File: config.mk
export PLATFORM = sky130hd
export DESIGN_NAME = gic_ctrl
export DESIGN_NICKNAME = d
export VERILOG_FILES = /design/src/sv/gic_pkg.sv /design/src/sv/gic_ctrl.sv
export SDC_FILE = /design/constraint.sdc
export NUM_CORES = 1
export LEC_CHECK = 0
export BUFFER_PORTS_ARGS = -buffer_cell sky130_fd_sc_hd__buf_4
export CAP_MARGIN = 20
export CORE_AREA = 2 2 39 41
export DETAILED_ROUTE_END_ITERATION = 10
export DIE_AREA = 0 0 41 43
export GPL_TIMING_DRIVEN = 0
export PLACE_DENSITY_LB_ADDON = 0.08
export SLEW_MARGIN = 5
export SYNTH_ARGS = -nofsm -noshare
export SYNTH_HDL_FRONTEND = slang
export SYNTH_SLANG_ARGS = --single-unit
File: constraint.sdc
create_clock -name i_clk -period 2.09 [get_ports i_clk]
set_clock_uncertainty 0.05 [all_clocks]
set_input_delay 0.418 -clock i_clk [delete_from_list [all_inputs] [get_ports i_clk]]
set_output_delay 0.418 -clock i_clk [all_outputs]
set_load 0.02 [all_outputs]
File: src/sv/gic_pkg.sv
`timescale 1ns / 1ps
// ----------------------------------------------------------------------------
// gic_pkg: shared types and constants
// Constants, command and status types for the gamepad input conditioner.
// ----------------------------------------------------------------------------
package gic_pkg;

    localparam logic [14:0] DZ_RESET   = 15'd7849;
    localparam logic [14:0] FS_RESET   = 15'd31128;
    localparam logic [15:0] UNIT_Q15   = 16'd32767;
    localparam logic [15:0] DIAG_Q15   = 16'd23170;
    localparam logic [7:0]  TRIG_MIN   = 8'd26;
    localparam logic        REG_DZ     = 1'b0;
    localparam logic        REG_FS     = 1'b1;

    // Controller commands to the datapath.
    typedef struct packed {
        logic load;       // capture a new item
        logic sq_start;   // start square root of the selected stick
        logic dv_start;   // start divide for the selected axis
        logic stick_sel;  // 0 left, 1 right
        logic axis_sel;   // 0 x, 1 y
        logic finish;     // form the result and update state
    } t_cmd;

    // Datapath status to the controller.
    typedef struct packed {
        logic sq_done;
        logic dv_done;
    } t_sts;

endpackage

File: src/sv/gic_ctrl.sv
`timescale 1ns / 1ps
// ----------------------------------------------------------------------------
// gic_ctrl: sequencing controller
// Steps one item through load, per-stick square root, four divides and
// the result, and runs the input and output handshakes.
// ----------------------------------------------------------------------------
module gic_ctrl import gic_pkg::*; (
    input  logic i_clk,
    input  logic i_rst_n,
    input  logic i_in_valid,
    output logic o_in_ready,
    output logic o_out_valid,
    input  logic i_out_ready,
    input  t_sts i_sts,
    output t_cmd o_cmd
);

    typedef enum logic [5:0] {
        S_IDLE = 6'b000001,
        S_SQR  = 6'b000010,
        S_SQW  = 6'b000100,
        S_DIV  = 6'b001000,
        S_DVW  = 6'b010000,
        S_FIN  = 6'b100000
    } t_state;

    t_state r_state, n_state;
    logic   r_stick, n_stick, r_axis, n_axis, r_wait, n_wait;

    // Next state and commands.
    always_comb begin
        n_state = r_state;
        n_stick = r_stick;
        n_axis  = r_axis;
        n_wait  = 1'b0;
        o_cmd   = '0;
        o_cmd.stick_sel = r_stick;
        o_cmd.axis_sel  = r_axis;
        case (r_state)
            S_IDLE: begin
                if (i_in_valid) begin
                    o_cmd.load = 1'b1;
                    n_stick    = 1'b0;
                    n_axis     = 1'b0;
                    n_state    = S_SQR;
                end
            end
            S_SQR: begin
                // Wait for the squares to register, using r_wait.
                n_wait = 1'b1;
                if (r_wait) begin
                    o_cmd.sq_start = 1'b1;
                    n_state        = S_SQW;
                end
            end
            S_SQW: if (i_sts.sq_done) n_state = S_DIV;
            S_DIV: begin
                n_wait = 1'b1;
                if (r_wait || r_axis) begin
                    o_cmd.dv_start = 1'b1;
                    n_state        = S_DVW;
                end
            end
            S_DVW: begin
                if (i_sts.dv_done) begin
                    if (!r_axis) begin
                        n_axis  = 1'b1;
                        n_state = S_DIV;
                    end else if (!r_stick) begin
                        n_stick = 1'b1;
                        n_axis  = 1'b0;
                        n_state = S_SQR;
                    end else begin
                        n_state = S_FIN;
                    end
                end
            end
            S_FIN: begin
                if (!o_out_valid || i_out_ready) begin
                    o_cmd.finish = 1'b1;
                    n_state      = S_IDLE;
                end
            end
            default: n_state = S_IDLE;
        endcase
    end

    assign o_in_ready = (r_state == S_IDLE);

    always_ff @(posedge i_clk) begin
        if (!i_rst_n) begin
            r_state     <= S_IDLE;
            r_stick     <= 1'b0;
            r_axis      <= 1'b0;
            r_wait      <= 1'b0;
            o_out_valid <= 1'b0;
        end else begin
            r_state <= n_state;
            r_stick <= n_stick;
            r_axis  <= n_axis;
            r_wait  <= n_wait;
            if (o_cmd.finish)     o_out_valid <= 1'b1;
            else if (i_out_ready) o_out_valid <= 1'b0;
        end
    end

    // A result is only formed when the output register is free or draining.
    a_fin_room: assert property (@(posedge i_clk) disable iff (!i_rst_n)
        o_cmd.finish |-> (!o_out_valid || i_out_ready))
        else $error("result formed over a held result");
    // Only one unit starts at a time.
    a_one_start: assert property (@(posedge i_clk) disable iff (!i_rst_n)
        !(o_cmd.sq_start && o_cmd.dv_start))
        else $error("square root and divide started together");
    // The result appears the cycle after finish.
    a_out_after: assert property (@(posedge i_clk) disable iff (!i_rst_n)
        o_cmd.finish |=> o_out_valid)
        else $error("finished item not presented");

endmodule

== Yosys cells after proc, flatten, opt, wreduce, memory -nomap -nowiden ==
Index checks and enable logic that the tools add are counted.

* Add/sub/neg operators: 0
* Multiply operators: 0
* Div/mod/pow operators: 0
* Order comparisons: 0
* Equality and inequality tests: 13
* Shifts and indexed selects: 0
* Mux-type cells: 28
* Bitwise operators: 0
* Reduce and logical (&&, ||, !) cells: 9

{| class="wikitable"
|+ Operators by type and width
! kind !! number
|-
| 6-bit two-way mux || 8
|-
| 6-bit case mux with 6 select lines || 1
|-
| 1-bit two-way mux || 17
|-
| 2-bit != test, second input constant || 7
|-
| 6-bit by 1-bit == test with 1-bit output, second input constant || 1
|-
| 6-bit by 2-bit == test with 1-bit output, second input constant || 1
|-
| 6-bit by 3-bit == test with 1-bit output, second input constant || 1
|-
| 6-bit by 4-bit == test with 1-bit output, second input constant || 1
|-
| 6-bit by 5-bit == test with 1-bit output, second input constant || 1
|-
| 6-bit == test, second input constant || 1
|-
| 6-bit AND reduction || 1
|-
| 1-bit case mux with 2 select lines || 2
|-
| 4-bit AND reduction || 1
|-
| 2-bit nonzero test || 2
|-
| 3-bit AND reduction || 1
|-
| 1-bit logical OR || 2
|-
| 2-bit OR reduction || 1
|-
| 1-bit zero test || 1
|}

* Register bits after elaboration: 10
* Bits in latches: 0
* Memory bits (writable): 0
* Bits in read-only memories: 0
* Bits of input ports: 6
* Memories kept: 0

== Depth between registers and ports, before layout ==
Gate-level depths: netlist of the first run.

* Depth in word-level cells: 5
* Depth in mapped cells: 5
* Depth with buffers taken out: 4

== Worst setup path before layout of the first run ==
Ideal clock, no wire load.

* Kind: register -> output
* Start point: register r_state[1]
* End point: output o_cmd[5] (netlist name)
* Arrival: 1624 ps
* Required time: 1622 ps
* Setup slack: -2 ps
* Stages on the path, launching flop included: 5
* Cell sequence: dfxtp_1 -> buf_2 -> or4_1 -> nor2_1 -> and2_1

{| class="wikitable"
|+ RTL lines
! what !! line !! source
|-
| start, declared || gic_ctrl.sv:27 || <nowiki>t_state r_state, n_state;</nowiki>
|-
| start signal, assigned || gic_ctrl.sv:98 || <nowiki>r_state <= n_state;</nowiki>
|-
| end, declared || gic_ctrl.sv:15 || <nowiki>output t_cmd o_cmd</nowiki>
|}

==> impl_metrics.toml, run 1 <==
[outcome]
status = "complete, but fails checks"
violations = "setup timing"

[job]
cap_violations = 0

[finish]
fill_cells = 125
num_antenna_cells = 0
multiInputGateArea_sq_um = 422
final_cell_mix = "buf_4 (19), nor2_1 (6), dfxtp_1 (6), o21ai_0 (5), nand2_1 (4)"
regArea_sq_um = 213
finalNetCount = 103
layout-drive-gt1-share = 0.389
area_delta_synth_final_pct = 34.8
layoutNonFillerInstCount = 111
final_util = 0.606
postLayoutCellArea_sq_um = 838
layout_commonest_cell = "buf_4"

[clock_network]
clock_latency_ps = 270
cts_tree = "done"
clk_pin_slew_ps = 60
cts_hold_buf = 0
cts_buffer_depth = 2
h-tree-depth = 1
cts.sinks = 10
clockRootBuffer = "clkbuf_4"
cts_inserted_buffers = 3

[yosys]
syn_nets = 82
ys_top_cells_by_area = "dfxtp_1 (32%), nor2_1 (4.2%), o21ai_0 (4.0%)"
ys_types = 36
syn_inst = 76
ys.warnings.count = 0
synth.top_cell.area_share = 0.322
async_reset_ff_frac = 0
yosys.area.top_type = "dfxtp_1"
ys_seq_area_frac = 0.322
syn_avg_cell_area_sq_um = 8.18
synth_edf_count = 0
ys_ff_latch = 10
synthFlopType = "dfxtp_1"
syn_area_sq_um = 622

[timing]
slew_headroom = 0.713
whs_ps = 370
setup_ws_ps = -5.95
fin_crit_ps = 2100
finalCritPeriodShare = 1.00
setup_viol = 1
grt_setup_unrepaired = "yes"
drv_slew = 0
timing.fmax_mhz = 477
finalHoldViolCount = 0
worst_slew_pin_slew_ps = 427

[placement]
gp_congestion = 0.852
dp_hpwl_microns = 1110
placed_area_sq_um = 742
placed_cells = 105
port_buffers = 13

[setup_path]
arrival_ps = 1630
required_ps = 1620
start_kind = "register"
path_max_fanout = 2
worstSetupPathType = "register to output pin"
worstSetupEndpointType = "output pin"

[die]
pin_count = 14
die_h_microns = 43
start_util = 0.449
fp-row-count = 14
dieArea_sq_um = 1760
die_w_microns = 41
core_sq_um = 1380

[route]
drt_first_iter_violations = 26
num_vias = 681
wl_per_cell_microns = 15.2
drc_errors = 0
ant_nets = 0
viasPerCell = 6.14
routed_wl_microns = 1680
dr.pass1.iters = 5

[power_and_ir_drop]
p_leak_nw = 0.327
peakVddDrop_v = 0.000462
power_density_nw_per_um2 = 957

[global_routing]
grt_pass1_vias = 641
grt_max_degree = 11
grt_usage = 0.224
overflow = 0
grt_antenna_before_repair = 0
grt_pass1_wl_microns = 2730

[min_path]
hp-class = "primary input to register"
[logic make-up after synthesis]
| kind of cell | share of synthesized area |
|---|---|
| buffers and inverters | 0.0523 |
| DFF | 0.322 |
| AOI/OAI and AO/OA | 0.199 |
| xor gates and xnor gates | 0.0141 |
| and+or+nand+nor | 0.412 |
[synthesized netlist by cell type (3+ instances only)]
cell type,number
nor3_1,3
nor3b_1,3
nand2b_1,3
nand2_1,4
nor4_1,3
o21ai_0,5
dfxtp_1,10
a21oi_1,3
nor2_1,7
[worst paths after layout]
check | startpoint | endpoint | slack, ps | depth (start not counted)
setup reg to reg | r_state[0] | r_axis | 160 | 5
hold reg to reg | o_out_valid | o_out_valid | 440 | 2
hold / removal | i_rst_n | r_state[0] | 370 | 2
setup / recovery | r_state[0] | o_cmd[3] | -6 | 4
[per-layer routing]
layer | global-route usage | wire length, microns | vias to the layer above
met1 | 0.304 | 686 | 306
met2 | 0.328 | 783 | 45
li1 | - | - | 323
met3 | 0.0314 | 166 | 7
met4 | 0.120 | 48 | 0
met5 | 0 | 0 | -
[power breakdown]
part	total, mW	leakage, nW	internal [mW]	switching, mW
combinational	0.429	0.230	0.210	0.219
sequential	0.242	0.0835	0.218	0.0245
clock	0.131	0.0138	0.0666	0.0648
[cell type report]
cell class / instances / area share
flip-flops and latches: 10 / 0.254
repair buffers: 17 / 0.157
multi-input cells: 60 / 0.503
well taps: 16 / 0.0239
clock buffers: 3 / 0.0269
plain buffers: 4 / 0.0313
inverters: 1 / 0.00448
[critical path: stages, from the launching register on]
cell,delay (ps)
dfxtp_4,340
or4_4,530
or2_4,250
nor2_1,100
buf_4,140
[stage by stage]
stage | power [mW] | setup TNS, ps | setup slack (ps)
after floorplan | 0.501 | 0 | 31.5
after global placement | 0.598 | 0 | 28.0
after detailed placement | 0.599 | 0 | 27.0
after CTS | 0.806 | -96.1 | -93.7
after global routing | 0.856 | -59.0 | -48.7
final | 0.803 | -5.95 | -5.95
[timing repair]
item / in CTS / in global routing
endpoints found under the setup margin: 2 / 4
pin swaps: 5 / 1
setup buffers: 4 / 0
gates resized for setup: 13 / 5
[sequential cells by signal (all words and copies together), names as in the netlist]
signal,cells
r_state,6
r_wait,1
r_axis,1
r_stick,1
o_out_valid,1
Power figures use the tool's default switching activity.
==> inputs of run 2 (changes only) <==
==> constraint.sdc (replaced) <==
create_clock -name i_clk -period 2.09 [get_ports i_clk]
set_clock_uncertainty 0.05 [all_clocks]
set_input_delay 0.1045 -clock i_clk [delete_from_list [all_inputs] [get_ports i_clk]]
set_output_delay 0.1045 -clock i_clk [all_outputs]
set_load 0.02 [all_outputs]
==> impl_metrics.toml, run 2 (synthesis results as in run 1) <==
[outcome]
status = "finished clean"

[job]
cap_violations = 0

[setup_path]
arrival_ps = 1800
r2r-start = "r_state[1]"
r2r_slack_ps = 160
worstSetupEndpointType = "output pin"
start_kind = "register"
required_ps = 1940
path_max_fanout = 6
startpoint = "r_state[5]"
worstSetupPathType = "register to output pin"

[die]
fp-row-count = 14
core_sq_um = 1380
dieArea_sq_um = 1760
pin_count = 14
die_w_microns = 41
die_h_microns = 43
start_util = 0.449

[route]
wl_met2_microns = 696
wl_per_cell_microns = 14.4
drc_errors = 0
highest_layer = "met4"
viasPerCell = 6.17
drt_first_iter_violations = 15
routed_wl_microns = 1570
wl_met1_microns = 744
wl_met3_microns = 113
num_vias = 672
ant_nets = 0
dr.pass1.iters = 4

[finish]
finalNetCount = 100
regMostFlops = "r_state"
area_delta_synth_final_pct = 27.4
layout_commonest_cell = "buf_4"
layout-drive-gt1-share = 0.301
largest_reg_flops = 6
fill_cells = 134
num_antenna_cells = 0
final_cell_mix = "buf_4 (15), dfxtp_1 (8), nor2_1 (6), o21ai_0 (5), nand2_1 (4)"
final_util = 0.572

[global_routing]
grt_antenna_before_repair = 0
grt_usage = 0.217
grt_pass1_wl_microns = 2620
overflow = 0
grt_pass1_vias = 584
grt_max_degree = 11

[power_and_ir_drop]
power_density_nw_per_um2 = 988
power_mw = 0.782
peakVddDrop_v = 0.000449
p_leak_nw = 0.311

[timing]
drv_slew = 0
setup_viol = 0
finalCritPeriodShare = 0.934
fin_crit_ps = 1950
grt_setup_unrepaired = "no"
timing.fmax_mhz = 512
finalHoldViolCount = 0
whs_ps = 57.9
tns_ps = 0
slew_headroom = 0.675
worst_slew_pin_slew_ps = 484
setup_ws_ps = 138

[clock_network]
cts_inserted_buffers = 3
cts_buffer_depth = 2
clock_latency_ps = 270
clk_pin_slew_ps = 70
cts_hold_buf = 0
h-tree-depth = 1
clockRootBuffer = "clkbuf_4"
cts_tree = "done"
cts.sinks = 10

[placement]
gp_congestion = 0.847
port_buffers = 13
dp_worst_setup_slack_ps = 171
dp_hpwl_microns = 1120

[min_path]
min-delay-start = "i_rst_n"
hp-class = "primary input to register"
run 2: final timing paths:
| kind | to | cells after the start |
|---|---|---|
| max | o_cmd[3] | 5 |
| min | r_state[0] | 2 |
| max reg2reg | r_axis | 5 |
| min reg2reg | o_out_valid | 2 |
run 2: what timing repair did:
item,4_1_cts,5_1_grt
setup buffers,0,0
resized for setup,0,7
endpoints found under the setup margin,0,1
run 2: worst max-delay path, stage by stage, from the launching register on:
cell and delay [ps]:
dfxtp_2 350, or4_1 520, buf_4 170, or2_4 260, nor2_2 100, buf_6 120
run 2: through the flow:
step | instance area, sq um | std cells
2_1_floorplan | 622 | 76
4_1_cts | 776 | 109
3_5_place_dp | 739 | 105
6_report | 792 | 109
3_3_place_gp | 739 | 105
5_1_grt | 792 | 109
run 2: routing by layer:
metal  GRT usage  up-vias
met3      0.0628        4
li1            -      322
met2       0.300       24
met1       0.309      322
met4      0.0800        0
met5           0        -
run 2: final cells by class:
| type | instances | area, sq um | share of cell area |
|---|---|---|---|
| buffer | 5 | 31.3 | 0.0395 |
| clock buffer | 4 | 36.3 | 0.0458 |
| inverter | 1 | 3.75 | 0.00474 |
| multi-input combinational | 60 | 394 | 0.498 |
| sequential | 10 | 205 | 0.259 |
| tap | 16 | 20.0 | 0.0253 |
| timing repair buffer | 13 | 101 | 0.128 |
run 2: power breakdown:
| group | internal, mW | switching, mW | leakage [nW] |
|---|---|---|---|
| clock network | 0.106 | 0.0704 | 0.0210 |
| registers | 0.221 | 0.0357 | 0.0819 |
| logic | 0.162 | 0.188 | 0.208 |
